**src/rtl/core/best_fit_page_heap_allocator_macros.svh**
```systemverilog
// Assertion macros shared by the heap allocator RTL.
`ifndef BEST_FIT_PAGE_HEAP_ALLOCATOR_MACROS_SVH
`define BEST_FIT_PAGE_HEAP_ALLOCATOR_MACROS_SVH

// Condition that holds at every clock edge outside reset.
`define BFPHA_ASSERT_ALWAYS(lbl, cond, msg) \
    lbl: assert property (@(posedge i_clk) disable iff (!i_rst_n) (cond)) else $error(msg);

// Antecedent at one edge implies consequent at the next edge.
`define BFPHA_ASSERT_NEXT(lbl, ante, cons, msg) \
    lbl: assert property (@(posedge i_clk) disable iff (!i_rst_n) (ante) |=> (cons)) \
        else $error(msg);

`endif

```
**src/rtl/core/bfpha_pkg.sv**
```systemverilog
// Shared types, codes and defaults of the page heap allocator.
package bfpha_pkg;

    localparam int MAX_CHUNKS_DEF   = 32;
    localparam int PAGE_BYTES_DEF   = 4096;
    localparam int HEADER_BYTES_DEF = 24;
    localparam int HEAP_PAGES_DEF   = 256;

    // Fixed field widths
    localparam int REQ_W  = 21;
    localparam int ADDR_W = 20;
    localparam int BRK_W  = 9;
    localparam int PG_W   = 23;

    // Result status codes
    localparam logic [1:0] STAT_OK       = 2'd0;
    localparam logic [1:0] STAT_BAD_SIZE = 2'd1;
    localparam logic [1:0] STAT_NO_SPACE = 2'd2;
    localparam logic [1:0] STAT_BAD_ADDR = 2'd3;

    localparam logic OP_ALLOC = 1'b0;
    localparam logic OP_FREE  = 1'b1;

    // Command applied to the row of table cells
    typedef enum logic [1:0] {
        CELL_HOLD,
        CELL_LOAD,
        CELL_INS,
        CELL_DEL
    } t_cell_op;

    typedef enum logic [3:0] {
        S_IDLE,
        S_SCAN,
        S_SPLIT,
        S_MARK,
        S_APPEND,
        S_F_MARK,
        S_F_LEFT,
        S_F_LDEL,
        S_F_RIGHT,
        S_F_RDEL,
        S_F_TRIM,
        S_DONE
    } t_state;

endpackage

```
**src/rtl/core/bfpha_cell.sv**
```systemverilog
// One chunk table entry; loads, or shifts in from a neighbor on insert/remove.
module bfpha_cell #(
    parameter int IDX = 0,
    parameter int IW  = 5,
    parameter int AW  = 8,
    parameter int SW  = 9
) (
    input  logic                i_clk,
    input  bfpha_pkg::t_cell_op i_op,
    input  logic [IW-1:0]       i_pos,
    input  logic [AW-1:0]       i_ld_start,
    input  logic [SW-1:0]       i_ld_size,
    input  logic                i_ld_used,
    input  logic [AW-1:0]       i_l_start,
    input  logic [SW-1:0]       i_l_size,
    input  logic                i_l_used,
    input  logic [AW-1:0]       i_r_start,
    input  logic [SW-1:0]       i_r_size,
    input  logic                i_r_used,
    output logic [AW-1:0]       o_start,
    output logic [SW-1:0]       o_size,
    output logic                o_used
);
    import bfpha_pkg::*;

    localparam logic [IW-1:0] MY_IDX = IW'(IDX);

    logic [AW-1:0] r_start, n_start;
    logic [SW-1:0] r_size, n_size;
    logic          r_used, n_used;

    // Entry update: load at pos, take left above pos on insert, take right at and above pos on remove
    always_comb begin
        n_start = r_start;
        n_size  = r_size;
        n_used  = r_used;
        case (i_op)
            CELL_LOAD: begin
                if (MY_IDX == i_pos) begin
                    n_start = i_ld_start;
                    n_size  = i_ld_size;
                    n_used  = i_ld_used;
                end
            end
            CELL_INS: begin
                if (MY_IDX == i_pos) begin
                    n_start = i_ld_start;
                    n_size  = i_ld_size;
                    n_used  = i_ld_used;
                end else if (MY_IDX > i_pos) begin
                    n_start = i_l_start;
                    n_size  = i_l_size;
                    n_used  = i_l_used;
                end
            end
            CELL_DEL: begin
                if (MY_IDX >= i_pos) begin
                    n_start = i_r_start;
                    n_size  = i_r_size;
                    n_used  = i_r_used;
                end
            end
            default: begin
            end
        endcase
    end

    always_ff @(posedge i_clk) begin
        r_start <= n_start;
        r_size  <= n_size;
        r_used  <= n_used;
    end

    assign o_start = r_start;
    assign o_size  = r_size;
    assign o_used  = r_used;

endmodule

```
**src/rtl/core/best_fit_page_heap_allocator.sv**
```systemverilog
// Best-fit page heap allocator: control sequencer over a row of table cells.
// Usage:
//  Input channel (i_in_valid / o_in_stall) carries operation, request_bytes
//  and payload_address; one beat is taken when valid is high and stall low.
//  Output channel (o_out_valid / i_out_stall) returns one beat per request:
//  result_address, status and break_pages after the request.
//  Config channel (i_cfg_valid / o_cfg_ready) writes heap_limit_pages; ready
//  is always high, writes are expected only while the block is idle.
//  Steps: allocate is accepted, scans the table entries in order until an
//  exact fit or the end, updates the table (split and mark, mark alone, or
//  append), then outputs. Free scans the same way up to its entry, marks it
//  free, merges it with free neighbours left and right and, if it is then the
//  last entry, drops it and lowers the break. Zero-size allocate and null
//  free skip the scan. One item is in work at a time, and a new one is taken
//  while a result waits in the output register.
//  Reset (synchronous, active low) empties the table, zeroes the break and
//  sets the limit to 256 pages. A stalled output holds its beat; the block
//  then finishes its current item and waits with o_in_stall high.
module best_fit_page_heap_allocator #(
    parameter int MAX_CHUNKS   = bfpha_pkg::MAX_CHUNKS_DEF,
    parameter int PAGE_BYTES   = bfpha_pkg::PAGE_BYTES_DEF,
    parameter int HEADER_BYTES = bfpha_pkg::HEADER_BYTES_DEF,
    parameter int HEAP_PAGES   = bfpha_pkg::HEAP_PAGES_DEF
) (
    input  logic                         i_clk,
    input  logic                         i_rst_n,
    input  logic                         i_in_valid,
    output logic                         o_in_stall,
    input  logic                         i_operation,
    input  logic [bfpha_pkg::REQ_W-1:0]  i_request_bytes,
    input  logic [bfpha_pkg::ADDR_W-1:0] i_payload_address,
    output logic                         o_out_valid,
    input  logic                         i_out_stall,
    output logic [bfpha_pkg::ADDR_W-1:0] o_result_address,
    output logic [1:0]                   o_status,
    output logic [bfpha_pkg::BRK_W-1:0]  o_break_pages,
    input  logic                         i_cfg_valid,
    output logic                         o_cfg_ready,
    input  logic [bfpha_pkg::BRK_W-1:0]  i_cfg_data
);
    import bfpha_pkg::*;

    localparam int IW = (MAX_CHUNKS > 1) ? $clog2(MAX_CHUNKS) : 1;
    localparam int CW = $clog2(MAX_CHUNKS + 1);
    localparam int AW = (HEAP_PAGES > 1) ? $clog2(HEAP_PAGES) : 1;
    localparam int SW = $clog2(HEAP_PAGES + 1);
    localparam int PAGE_SHIFT = $clog2(PAGE_BYTES);
    localparam logic [PG_W-1:0] ROUND_ADD = PG_W'(HEADER_BYTES + PAGE_BYTES - 1);
    localparam logic [PG_W-1:0] HEAP_PG   = PG_W'(HEAP_PAGES);
    localparam logic [CW-1:0]   MAX_CNT   = CW'(MAX_CHUNKS);

    // Control state
    t_state          r_state, n_state;
    logic [CW-1:0]   r_count, n_count;
    logic [SW-1:0]   r_brk, n_brk;
    logic [BRK_W-1:0] r_limit;
    logic [CW-1:0]   r_idx, n_idx;
    logic            r_found, n_found;
    logic [IW-1:0]   r_best, n_best;
    logic [SW-1:0]   r_cur_size, n_cur_size;
    logic [AW-1:0]   r_cur_start, n_cur_start;
    logic            r_out_valid, n_out_valid;

    // Request and result payload
    logic            r_op;
    logic [PG_W-1:0] r_pages;
    logic [ADDR_W-1:0] r_addr;
    logic [ADDR_W-1:0] r_res_addr, n_res_addr;
    logic [1:0]        r_res_stat, n_res_stat;
    logic [ADDR_W-1:0] r_out_addr;
    logic [1:0]        r_out_stat;
    logic [BRK_W-1:0]  r_out_brk;

    // Cell row
    logic [AW-1:0] w_start [MAX_CHUNKS];
    logic [SW-1:0] w_size  [MAX_CHUNKS];
    logic          w_used  [MAX_CHUNKS];
    t_cell_op      c_op;
    logic [IW-1:0] c_pos;
    logic [AW-1:0] c_start;
    logic [SW-1:0] c_size;
    logic          c_used;

    logic [IW-1:0] rd_idx;
    logic [AW-1:0] rd_start;
    logic [SW-1:0] rd_size;
    logic          rd_used;
    logic [ADDR_W-1:0] rd_payload;
    logic [ADDR_W-1:0] best_payload;
    logic [ADDR_W-1:0] brk_payload;
    logic [PG_W-1:0] in_pages;
    logic [PG_W-1:0] lim;
    logic [SW-1:0]   rest;
    logic            in_acc;
    logic            out_free;

    genvar g;
    generate
        for (g = 0; g < MAX_CHUNKS; g++) begin : g_cell
            localparam int LI = (g > 0) ? g - 1 : 0;
            localparam int RI = (g < MAX_CHUNKS - 1) ? g + 1 : MAX_CHUNKS - 1;
            bfpha_cell #(.IDX(g), .IW(IW), .AW(AW), .SW(SW)) u_cell (
                .i_clk      (i_clk),
                .i_op       (c_op),
                .i_pos      (c_pos),
                .i_ld_start (c_start),
                .i_ld_size  (c_size),
                .i_ld_used  (c_used),
                .i_l_start  (w_start[LI]),
                .i_l_size   (w_size[LI]),
                .i_l_used   (w_used[LI]),
                .i_r_start  (w_start[RI]),
                .i_r_size   (w_size[RI]),
                .i_r_used   (w_used[RI]),
                .o_start    (w_start[g]),
                .o_size     (w_size[g]),
                .o_used     (w_used[g])
            );
        end
    endgenerate

    // Single read port into the row
    always_comb begin
        case (r_state)
            S_F_LEFT:  rd_idx = r_best - IW'(1);
            S_F_RIGHT: rd_idx = r_best + IW'(1);
            default:   rd_idx = r_idx[IW-1:0];
        endcase
    end
    assign rd_start = w_start[rd_idx];
    assign rd_size  = w_size[rd_idx];
    assign rd_used  = w_used[rd_idx];

    assign rd_payload   = ADDR_W'((32'(rd_start) << PAGE_SHIFT) + 32'(HEADER_BYTES));
    assign best_payload = ADDR_W'((32'(r_cur_start) << PAGE_SHIFT) + 32'(HEADER_BYTES));
    assign brk_payload  = ADDR_W'((32'(r_brk) << PAGE_SHIFT) + 32'(HEADER_BYTES));

    assign in_pages = (PG_W'(i_request_bytes) + ROUND_ADD) >> PAGE_SHIFT;
    assign lim      = (PG_W'(r_limit) < HEAP_PG) ? PG_W'(r_limit) : HEAP_PG;
    assign rest     = r_cur_size - SW'(r_pages);
    assign in_acc   = i_in_valid && !o_in_stall;
    assign out_free = !r_out_valid || !i_out_stall;

    // Sequencer: next state, table commands, result
    always_comb begin
        n_state     = r_state;
        n_count     = r_count;
        n_brk       = r_brk;
        n_idx       = r_idx;
        n_found     = r_found;
        n_best      = r_best;
        n_cur_size  = r_cur_size;
        n_cur_start = r_cur_start;
        n_res_addr  = r_res_addr;
        n_res_stat  = r_res_stat;
        n_out_valid = r_out_valid && i_out_stall;
        c_op    = CELL_HOLD;
        c_pos   = r_best;
        c_start = r_cur_start;
        c_size  = r_cur_size;
        c_used  = 1'b0;
        case (r_state)
            S_IDLE: begin
                if (in_acc) begin
                    n_idx      = '0;
                    n_found    = 1'b0;
                    n_res_addr = '0;
                    n_res_stat = STAT_OK;
                    if (i_operation == OP_ALLOC && i_request_bytes == '0) begin
                        n_res_stat = STAT_BAD_SIZE;
                        n_state    = S_DONE;
                    end else if (i_operation == OP_FREE && i_payload_address == '0) begin
                        n_state = S_DONE;
                    end else begin
                        n_state = S_SCAN;
                    end
                end
            end
            S_SCAN: begin
                if (r_idx == r_count) begin
                    if (r_op == OP_FREE) begin
                        n_res_stat = STAT_BAD_ADDR;
                        n_state    = S_DONE;
                    end else if (r_found) begin
                        n_state = (rest != '0 && r_count < MAX_CNT) ? S_SPLIT : S_MARK;
                    end else begin
                        n_state = S_APPEND;
                    end
                end else if (r_op == OP_FREE) begin
                    n_idx = r_idx + CW'(1);
                    if (rd_used && rd_payload == r_addr) begin
                        n_best      = r_idx[IW-1:0];
                        n_cur_start = rd_start;
                        n_cur_size  = rd_size;
                        n_state     = S_F_MARK;
                    end
                end else begin
                    n_idx = r_idx + CW'(1);
                    if (!rd_used && PG_W'(rd_size) >= r_pages) begin
                        if (PG_W'(rd_size) == r_pages) begin
                            n_best      = r_idx[IW-1:0];
                            n_cur_start = rd_start;
                            n_cur_size  = rd_size;
                            n_found     = 1'b1;
                            n_state     = S_MARK;
                        end else if (!r_found || rd_size < r_cur_size) begin
                            n_best      = r_idx[IW-1:0];
                            n_cur_start = rd_start;
                            n_cur_size  = rd_size;
                            n_found     = 1'b1;
                        end
                    end
                end
            end
            S_SPLIT: begin
                // open a free remainder entry right after the best fit
                c_op    = CELL_INS;
                c_pos   = r_best + IW'(1);
                c_start = r_cur_start + AW'(r_pages);
                c_size  = rest;
                c_used  = 1'b0;
                n_count    = r_count + CW'(1);
                n_cur_size = SW'(r_pages);
                n_state    = S_MARK;
            end
            S_MARK: begin
                c_op       = CELL_LOAD;
                c_used     = 1'b1;
                n_res_addr = best_payload;
                n_state    = S_DONE;
            end
            S_APPEND: begin
                if (r_count >= MAX_CNT || PG_W'(r_brk) > lim
                        || r_pages > lim - PG_W'(r_brk)) begin
                    n_res_stat = STAT_NO_SPACE;
                end else begin
                    c_op       = CELL_LOAD;
                    c_pos      = r_count[IW-1:0];
                    c_start    = AW'(r_brk);
                    c_size     = SW'(r_pages);
                    c_used     = 1'b1;
                    n_count    = r_count + CW'(1);
                    n_brk      = r_brk + SW'(r_pages);
                    n_res_addr = brk_payload;
                end
                n_state = S_DONE;
            end
            S_F_MARK: begin
                c_op    = CELL_LOAD;
                n_state = S_F_LEFT;
            end
            S_F_LEFT: begin
                n_state = S_F_RIGHT;
                if (r_best != '0 && !rd_used) begin
                    c_op        = CELL_LOAD;
                    c_pos       = rd_idx;
                    c_start     = rd_start;
                    c_size      = rd_size + r_cur_size;
                    n_cur_start = rd_start;
                    n_cur_size  = rd_size + r_cur_size;
                    n_state     = S_F_LDEL;
                end
            end
            S_F_LDEL: begin
                c_op    = CELL_DEL;
                n_count = r_count - CW'(1);
                n_best  = r_best - IW'(1);
                n_state = S_F_RIGHT;
            end
            S_F_RIGHT: begin
                n_state = S_F_TRIM;
                if (CW'(r_best) + CW'(1) < r_count && !rd_used) begin
                    c_op       = CELL_LOAD;
                    c_size     = r_cur_size + rd_size;
                    n_cur_size = r_cur_size + rd_size;
                    n_state    = S_F_RDEL;
                end
            end
            S_F_RDEL: begin
                c_op    = CELL_DEL;
                c_pos   = r_best + IW'(1);
                n_count = r_count - CW'(1);
                n_state = S_F_TRIM;
            end
            S_F_TRIM: begin
                if (CW'(r_best) + CW'(1) == r_count) begin
                    c_op    = CELL_DEL;
                    n_count = r_count - CW'(1);
                    n_brk   = SW'(r_cur_start);
                end
                n_state = S_DONE;
            end
            S_DONE: begin
                if (out_free) begin
                    n_out_valid = 1'b1;
                    n_state     = S_IDLE;
                end
            end
            default: begin
                n_state = S_IDLE;
            end
        endcase
    end

    // Control registers
    always_ff @(posedge i_clk) begin
        if (!i_rst_n) begin
            r_state     <= S_IDLE;
            r_count     <= '0;
            r_brk       <= '0;
            r_limit     <= BRK_W'(256);
            r_out_valid <= 1'b0;
            r_idx       <= '0;
            r_found     <= 1'b0;
            r_best      <= '0;
        end else begin
            r_state     <= n_state;
            r_count     <= n_count;
            r_brk       <= n_brk;
            r_out_valid <= n_out_valid;
            r_idx       <= n_idx;
            r_found     <= n_found;
            r_best      <= n_best;
            if (i_cfg_valid && o_cfg_ready) begin
                r_limit <= i_cfg_data;
            end
        end
    end

    // Payload registers
    always_ff @(posedge i_clk) begin
        r_cur_size  <= n_cur_size;
        r_cur_start <= n_cur_start;
        r_res_addr  <= n_res_addr;
        r_res_stat  <= n_res_stat;
        if (in_acc) begin
            r_op    <= i_operation;
            r_pages <= in_pages;
            r_addr  <= i_payload_address;
        end
        if (r_state == S_DONE && out_free) begin
            r_out_addr <= r_res_addr;
            r_out_stat <= r_res_stat;
            r_out_brk  <= BRK_W'(r_brk);
        end
    end

    assign o_in_stall       = (r_state != S_IDLE);
    assign o_cfg_ready      = 1'b1;
    assign o_out_valid      = r_out_valid;
    assign o_result_address = r_out_addr;
    assign o_status         = r_out_stat;
    assign o_break_pages    = r_out_brk;

`include "best_fit_page_heap_allocator_macros.svh"

    `BFPHA_ASSERT_ALWAYS(a_count_max, r_count <= MAX_CNT, "chunk count above table size")
    `BFPHA_ASSERT_ALWAYS(a_brk_max, PG_W'(r_brk) <= HEAP_PG, "break above heap size")
    `BFPHA_ASSERT_ALWAYS(a_empty_brk, (r_count != '0) || (r_brk == '0), "empty table, break set")
    `BFPHA_ASSERT_NEXT(a_accept_leaves_idle, in_acc, r_state != S_IDLE, "accepted item lost")

endmodule

```
**config.mk**
```make
export PLATFORM = sky130hd
export DESIGN_NAME = best_fit_page_heap_allocator
export DESIGN_NICKNAME = d
export VERILOG_FILES = /design/src/rtl/core/bfpha_pkg.sv /design/src/rtl/core/bfpha_cell.sv /design/src/rtl/core/best_fit_page_heap_allocator.sv
export VERILOG_INCLUDE_DIRS = /design/src /design/src/rtl/core
export SDC_FILE = /design/constraint.sdc
export NUM_CORES = 2
export LEC_CHECK = 0
export BUFFER_PORTS_ARGS = -buffer_cell sky130_fd_sc_hd__buf_2
export CAP_MARGIN = 5
export CELL_PAD_IN_SITES_DETAIL_PLACEMENT = 1
export CELL_PAD_IN_SITES_GLOBAL_PLACEMENT = 2
export CORE_MARGIN = 5
export CORE_UTILIZATION = 40
export DETAILED_ROUTE_END_ITERATION = 10
export PLACE_DENSITY = 0.8
export RECOVER_POWER = 50
export SKIP_LAST_GASP = 1
export SYNTH_ARGS = -nofsm -noshare
export SYNTH_HDL_FRONTEND = slang
export SYNTH_HIERARCHICAL = 1
export SYNTH_SLANG_ARGS = --single-unit
```
**constraint.sdc**
```tcl
create_clock -name i_clk -period 33.9 [get_ports i_clk]
set_input_delay 1.695 -clock i_clk [delete_from_list [all_inputs] [get_ports i_clk]]
set_output_delay 1.695 -clock i_clk [all_outputs]
set_load 0.02 [all_outputs]
```
-- Word-level counts from Yosys, hierarchy flattened
Index checks and enable logic that the tools add are counted.
- output and inout port bits: 34
- bits in registers: 719
- logic and storage cells: 1008
- input port bits: 56
- add/subtract/negate cells: 15
- multiplexer cells: 562
- equality and inequality tests: 160
- $lt $le $gt $ge: 71
- reductions and logical operators: 84
- bitwise gates (word level): 2
- operators by type and width (kind ; count):
    $mux W9 ; 139
    $mux W8 ; 135
    $pmux W9 S3 ; 30
    $pmux W8 S3 ; 31
    $mux W1 ; 141
    $ne A2 B1 Y1 const B ; 63
    $reduce_and A4 Y1 ; 30
    $ne A3 B1 Y1 const B ; 31
    $pmux W1 S3 ; 30
    $eq A5 B5 Y1 const A ; 16
    $gt A5 B5 Y1 const A ; 16
    $ge A5 B5 Y1 const A ; 15
    $pmux W9 S4 ; 2
    $add A20 B5 Y20 const B ; 3
    $pmux W20 S3 ; 1
    $pmux W9 S2 ; 3
    $pmux W8 S2 ; 3
    $bmux W9 S5 ; 1
    $mux W4 ; 11
    $bmux W8 S5 ; 1
    $eq A4 B5 Y1 const A ; 8
    $ge A4 B5 Y1 const A ; 8
    $gt A4 B5 Y1 const A ; 8
    $mux W20 ; 2
    other kinds (71) ; 166

-- Logic depth before layout (Yosys ltp)
- word-level depth: 14
- gate-level depth with buffers: 34

-- Modules after synthesis
The synthesis kept the hierarchy.
- by module, submodules not included (module ; area an instance (um2) ; cells an instance ; times used):
    best_fit_page_heap_allocator ; 14771.7 ; 2110 ; 1
    bfpha_cell at g_cell[15].u_cell ... ; 1330.0 ; 111 ; 2
    bfpha_cell at g_cell[13].u_cell ... ; 1298.7 ; 111 ; 2
    bfpha_cell at g_cell[11].u_cell ; 1342.5 ; 113 ; 1
    bfpha_cell at g_cell[7].u_cell ; 1307.5 ; 111 ; 1
    bfpha_cell at g_cell[8].u_cell ; 1300.0 ; 110 ; 1
    bfpha_cell at g_cell[26].u_cell ; 1295.0 ; 112 ; 1
    bfpha_cell at g_cell[25].u_cell ; 1291.2 ; 110 ; 1
    bfpha_cell at g_cell[14].u_cell ; 1286.2 ; 112 ; 1
    bfpha_cell at g_cell[19].u_cell ; 1247.4 ; 113 ; 1
    bfpha_cell at g_cell[20].u_cell ; 1227.4 ; 111 ; 1
    bfpha_cell at g_cell[27].u_cell ; 1223.7 ; 108 ; 1
    bfpha_cell at g_cell[4].u_cell ; 1197.4 ; 112 ; 1
    bfpha_cell at g_cell[10].u_cell ; 1189.9 ; 111 ; 1
    17 more rows ; n/a ; n/a ; n/a

-- Worst setup path after synthesis
No wires, ideal clock.
- kind: register to register
- start point: register r_limit[8]
- end point: register g_cell[5].u_cell.r_size[0], enable pin
- cell stages (with the launch flop): 23
- period minus slack after synthesis: 14.859 ns
- data arrival time: 14.366 ns
- required time: 33.408 ns
- path slack: 19.041 ns
- path through: dfxtp_1 -> nand2b_1 -> ha_1 -> inv_1 -> fa_1 -> a21o_1 -> a21oi_1 -> o21ai_0 -> a21oi_1 -> o21ai_0 -> a21oi_1 -> xnor2_1 -> ha_1 -> nand2_1 -> or3_1 -> o21ai_0 -> o21a_1 -> a21oi_1 -> o311ai_0 -> buf_2 -> buf_2 -> a31oi_1 -> a2111oi_0
- longest elaborated chain between the ends: 10
- elaborated cells between the ends (all ways): 22
- classes of those cells: add/sub: 1; order compare: 5; eq/ne: 7; mux: 5; reduce/logical: 4
- RTL lines (item ; RTL line ; text):
    start: declaration ; best_fit_page_heap_allocator.sv:56 ; logic [BRK_W-1:0] r_limit;
    start signal: assignment ; best_fit_page_heap_allocator.sv:325 ; r_limit <= i_cfg_data;
    $lt A9 B9 Y1 ; best_fit_page_heap_allocator.sv:139 ; assign lim = (PG_W'(r_limit) < HEAP_PG) ? PG_W'(r_limit) : HEAP_PG;
    $mux W9 (*) ; best_fit_page_heap_allocator.sv:139 ;
    $sub A9 B9 Y10 / $gt A9 B9 Y1 (equally long branches) ; best_fit_page_heap_allocator.sv:234, best_fit_page_heap_allocator.sv:233 ;
    $gt A11 B23 Y1 / $logic_or A1 B1 Y1 (equally long branches) ; best_fit_page_heap_allocator.sv:234, best_fit_page_heap_allocator.sv:233 ;
    $logic_or A1 B1 Y1 (*) ; best_fit_page_heap_allocator.sv:234 ; || r_pages > lim - PG_W'(r_brk)) begin
    $mux W1 (*) ; best_fit_page_heap_allocator.sv:233 ; if (r_count >= MAX_CNT || PG_W'(r_brk) > lim
    $pmux W2 S7 (*) ; best_fit_page_heap_allocator.sv:162 ; case (r_state)
    via c_op[0] ; best_fit_page_heap_allocator.sv:78 ; t_cell_op c_op;
    $eq A2 B2 Y1 / $eq A2 B1 Y1 (equally long branches) ; bfpha_cell.sv:37 ; case (i_op)
    $ne A3 B1 Y1 (no line), or another cell as far along ; n/a ;
    $reduce_and A4 Y1 (no line) (*) ; n/a ;
    end signal: assignment ; bfpha_cell.sv:70 ; r_size <= n_size;
    end: declaration ; bfpha_cell.sv:29 ; logic [SW-1:0] r_size, n_size;
Mark *: on every way through the listed nets, which the timed path passes. The rest lies on a longest branch.
A chain may end at the register's enable or synchronous reset.

-- Worst setup path in the final report
- start point: register r_state[3]
- end point: register g_cell[23].u_cell.r_size[6], data pin
- longest elaborated chain between the ends: 13
- elaborated cells between the ends (all ways): 39
- classes of those cells: add/sub: 1; eq/ne: 13; mux: 18; bitwise: 1; reduce/logical: 6
- RTL lines (item ; RTL line ; text):
    start: declaration ; best_fit_page_heap_allocator.sv:53 ; t_state r_state, n_state;
    start signal: assignment ; best_fit_page_heap_allocator.sv:317 ; r_state <= n_state;
    $eq A4 B4 Y1 / $eq A4 B3 Y1 (equally long branches) ; best_fit_page_heap_allocator.sv:124, best_fit_page_heap_allocator.sv:162 ;
    $pmux W5 S2 ; best_fit_page_heap_allocator.sv:124 ; case (r_state)
    $not A5 Y6 (implied by the code) ; best_fit_page_heap_allocator.sv:132 ; assign rd_used = w_used[rd_idx];
    $bmux W1 S5 ; best_fit_page_heap_allocator.sv:132 ;
    $mux W1 (implied by the code) (2 in series) ; best_fit_page_heap_allocator.sv:132 ;
    $logic_not A1 Y1 ; best_fit_page_heap_allocator.sv:254 ; if (r_best != '0 && !rd_used) begin
    $logic_and A1 B1 Y1 ; best_fit_page_heap_allocator.sv:254 ;
    $mux W5 ; best_fit_page_heap_allocator.sv:254 ;
    $pmux W5 S3 (*) ; best_fit_page_heap_allocator.sv:162 ;
    via c_pos[0] ; best_fit_page_heap_allocator.sv:79 ; logic [IW-1:0] c_pos;
    $eq A5 B5 Y1 (*) ; bfpha_cell.sv:46 ; if (MY_IDX == i_pos) begin
    $mux W9 (*) ; bfpha_cell.sv:46 ;
    $pmux W9 S3 (*) ; bfpha_cell.sv:37 ;
    via g_cell[23].u_cell.n_size[6] ; bfpha_cell.sv:29 ;
    end signal: assignment ; bfpha_cell.sv:70 ;
    end: declaration ; bfpha_cell.sv:29 ;
Mark *: on every way through the listed nets, which the timed path passes. The rest lies on a longest branch. The select of a mux whose other input is x is not followed.

==> metrics.cfg <==
[outcome]
status = finished, violations left
failed_checks = max-capacitance violations, max-slew violations

[global_routing]
grt_max_degree = 148
grt_pass1_wl_um = 334000
first_global_vias = 48800
track_usage_pct = 31.0
grt_antenna_before_repair = 15
overflow = 0

[logic_synthesis]
synthSimpleGateAreaFrac_pct = 15.6
synth.avg_cell_area_um2 = 9.52
synth_cells = 5582
synth_top_family_by_area = compound AO/OA/AOI/OAI gates
synth-seq-area-share_pct = 38.6
synth_xor_area_share_pct = 1.09
yosysTopAreaCell = edfxtp_1
syn_area_mm2 = 0.0531
yosys-top-cells-area = edfxtp_1 37%, a2111oi_0 6.2%, a221oi_1 5.5%, a221oi_2 4.6%, inv_1 4.4%
synth_edf_count = 655
synth_flop_cell = edfxtp_1
synth_compound_area_share_pct = 30.5
synth_mux_area_share_pct = 1.58
synthArstFlopShare_pct = 0
synth-seq-cells = 696
synth_top_area_share_pct = 37.0
synth-adder-area-share_pct = 2.18
yosys.cell_types.count = 116
yosysWarningCount = 6

[floorplanning]
dieHeight_um = 374
coreArea_mm2 = 0.132
num_io_pins = 90
fp.dieW_um = 374
die_area_mm2 = 0.140
initial_core_util_pct = 40.3
placement_rows = 133

[critical_path]
critPathArrivalTime_ns = 15.53
cp-start-kind = register
crit_required_ns = 34.25
r2r-end = g_cell[23].u_cell/o_size[6]
crit_type = reg -> reg
r2r_slack_ns = 18.72
cp_max_fo = 55
r2r-start = r_state[3]
reg2regPathDepth = 19
setup.worst_path.end_class = register

[finish]
final_area_mm2 = 0.0563
final_cell_mix = 655 x edfxtp_1, 628 x inv_1, 471 x nand2_1
layout_commonest_cell = edfxtp_1
multiInputGateArea_mm2 = 0.0270
nets = 5505
area.growth.synth_to_final_pct = 5.91
regArea_mm2 = 0.0205
drive_above_1_share_pct = 12.3
nFillCells = 15000
final_core_util_pct = 42.7

[drt]
wl_per_cell_um = 31.8
vias = 49200
vias_per_cell = 6.84
finalWirelength_um = 229000
firstDrtPassIters = 6
first_iter_violations = 5577
drc = 0
postRouteAntennaNets = 0

[sta]
fin_ws_ns = 18.72
finalCritPeriodShare_pct = 44.8
fin_tns_setup_ns = 0
finalMaxSlewViolations = 663
fmax_mhz = 65.9
setup_viol = 0
finClkSkew_ns = 0.0293
slew_headroom_pct = -146
fin_crit_ns = 15.18
hold_viol = 0
hold_slack_ns = 0.419
rsz0062_at_grt = false
worstMarginPinSlew_ns = 3.69

[hold_path]
min_delay_path_depth = 0
min_to = o_result_address[15]
hp-class = reg -> reg
hp-start = r_res_addr[15]

[place]
pre_cts_slack_ns = 23.29
postPlaceCellArea_mm2 = 0.0541
place.gp.congestion = 0.960
portBuffers = 78
dp.final_hpwl_um = 152000

[cts]
path_clk_slew_ns = 0.07
numClockSinks = 696
cts_hold_buf = 0
cts_made_buffers = 88
post_cts_buffers = 0
cts_root_buf = clkbuf_16
postCtsResizedCells = 0
clock_latency_ns = 0.73
cts_max_level = 3
cts_tree = yes
clockBufferDepth = 3

[job]
maxCapViolCount = 23

[pwr]
p_per_area_mw_per_mm2 = 126
vdd_ir_drop_max_uv = 80.1
p_leak_nw = 19.3

==> sequential cells by signal, indices dropped and copies added, names as in the netlist, 10 cells and up <==
signal / flops
r_addr: 20
g_cell.u_cell/o_size: 288
g_cell.u_cell/o_used: 32
r_pages: 10
g_cell.u_cell/o_start: 256
==> cells by family (layout without fill, tap and decap cells) <==
logic type / Yosys count / count (layout)
muxes: 80 / 80
other: 2 / 18
DFF: 696 / 696
buffers and inverters: 1206 / 1043
and+or+nand+nor: 1657 / 1657
xor gates and xnor gates: 66 / 66
AOI/OAI and AO/OA: 1786 / 1786
adders and majority gates: 89 / 89
==> critical path, stage by stage, from the launching register on <==
cell and delay, ns:
dfxtp_1 0.54, clkbuf_1 0.79, nand4bb_1 0.44, nand3_1 0.16, clkbuf_1 0.48, nand2_1 0.73
clkbuf_1 2.07, a211oi_1 0.30, a211oi_1 0.32, a211o_1 0.21, a31oi_1 0.25, o41ai_1 0.25
nand2_1 0.62, o221ai_1 0.48, nand2_1 0.13, nand3_1 1.87, clkbuf_1 2.09, nand4b_1 0.49
o21ai_0 2.08, a221oi_1 0.37
==> area by class of cell <==
class,count,area share (%)
antenna,7,0.0311
clock buffer,105,4.10
clock inverter,53,0.825
inverter,667,4.46
multi-input combinational,3689,47.9
sequential,696,36.4
tap,1755,3.90
timing repair buffer,218,2.37
==> report_power, final <==
group,total [mW],switching [mW],leakage (nW),internal [mW]
Clock,0.950,0.423,1.34,0.527
Sequential,2.15,0.491,6.42,1.66
Combinational,4.00,2.65,11.6,1.35
Total,7.10,3.57,19.3,3.54
==> metal layers <==
metal / GRT usage (%) / share of wire [%] / vias up / routed length [um]
li1: - / - / 21100 / -
met1: 40.7 / 41 / 25100 / 93500
met2: 48.4 / 45 / 2412 / 102000
met3: 6.88 / 8.4 / 651 / 19300
met4: 15.5 / 6.1 / 4 / 13800
met5: 0 / 0.0088 / - / 20
==> worst max path at each step <==
stage	from	end	cells past startpoint
global route	r_state[3]	g_cell[23].u_cell/o_start[3]	19
detailed placement	r_state[2]	g_cell[14].u_cell/o_size[6]	20
floorplan	r_limit[8]	g_cell[5].u_cell/o_size[0]	22
global placement	r_state[2]	g_cell[14].u_cell/o_start[2]	20
CTS	r_state[2]	g_cell[14].u_cell/o_size[6]	20
finish	r_state[3]	g_cell[23].u_cell/o_size[6]	19
==> synthesized netlist by cell type (47+ instances only) <==
master     number
a221oi_2      162
o211ai_1       64
nor2_1        412
ha_1           83
inv_1         628
edfxtp_1      655
a211oi_1       75
nand3_1       173
nor2b_1       297
o21ai_0       107
nor3_1         47
a2111oi_0     377
buf_2         119
nand2_1       474
buf_6          70
clkbuf_1      263
a31oi_1        79
a21oi_1       190
a2111oi_2      81
xnor2_1        49
mux2i_1        66
a221oi_1      333
==> stage by stage <==
stage,power (mW),instances
final,7.10,7190
after global routing,7.40,7185
after CTS,7.02,7182
after detailed placement,6.05,7024
after global placement,5.92,7024
after floorplan,4.70,5591
Note: power is estimated with default switching activity, not from simulation.
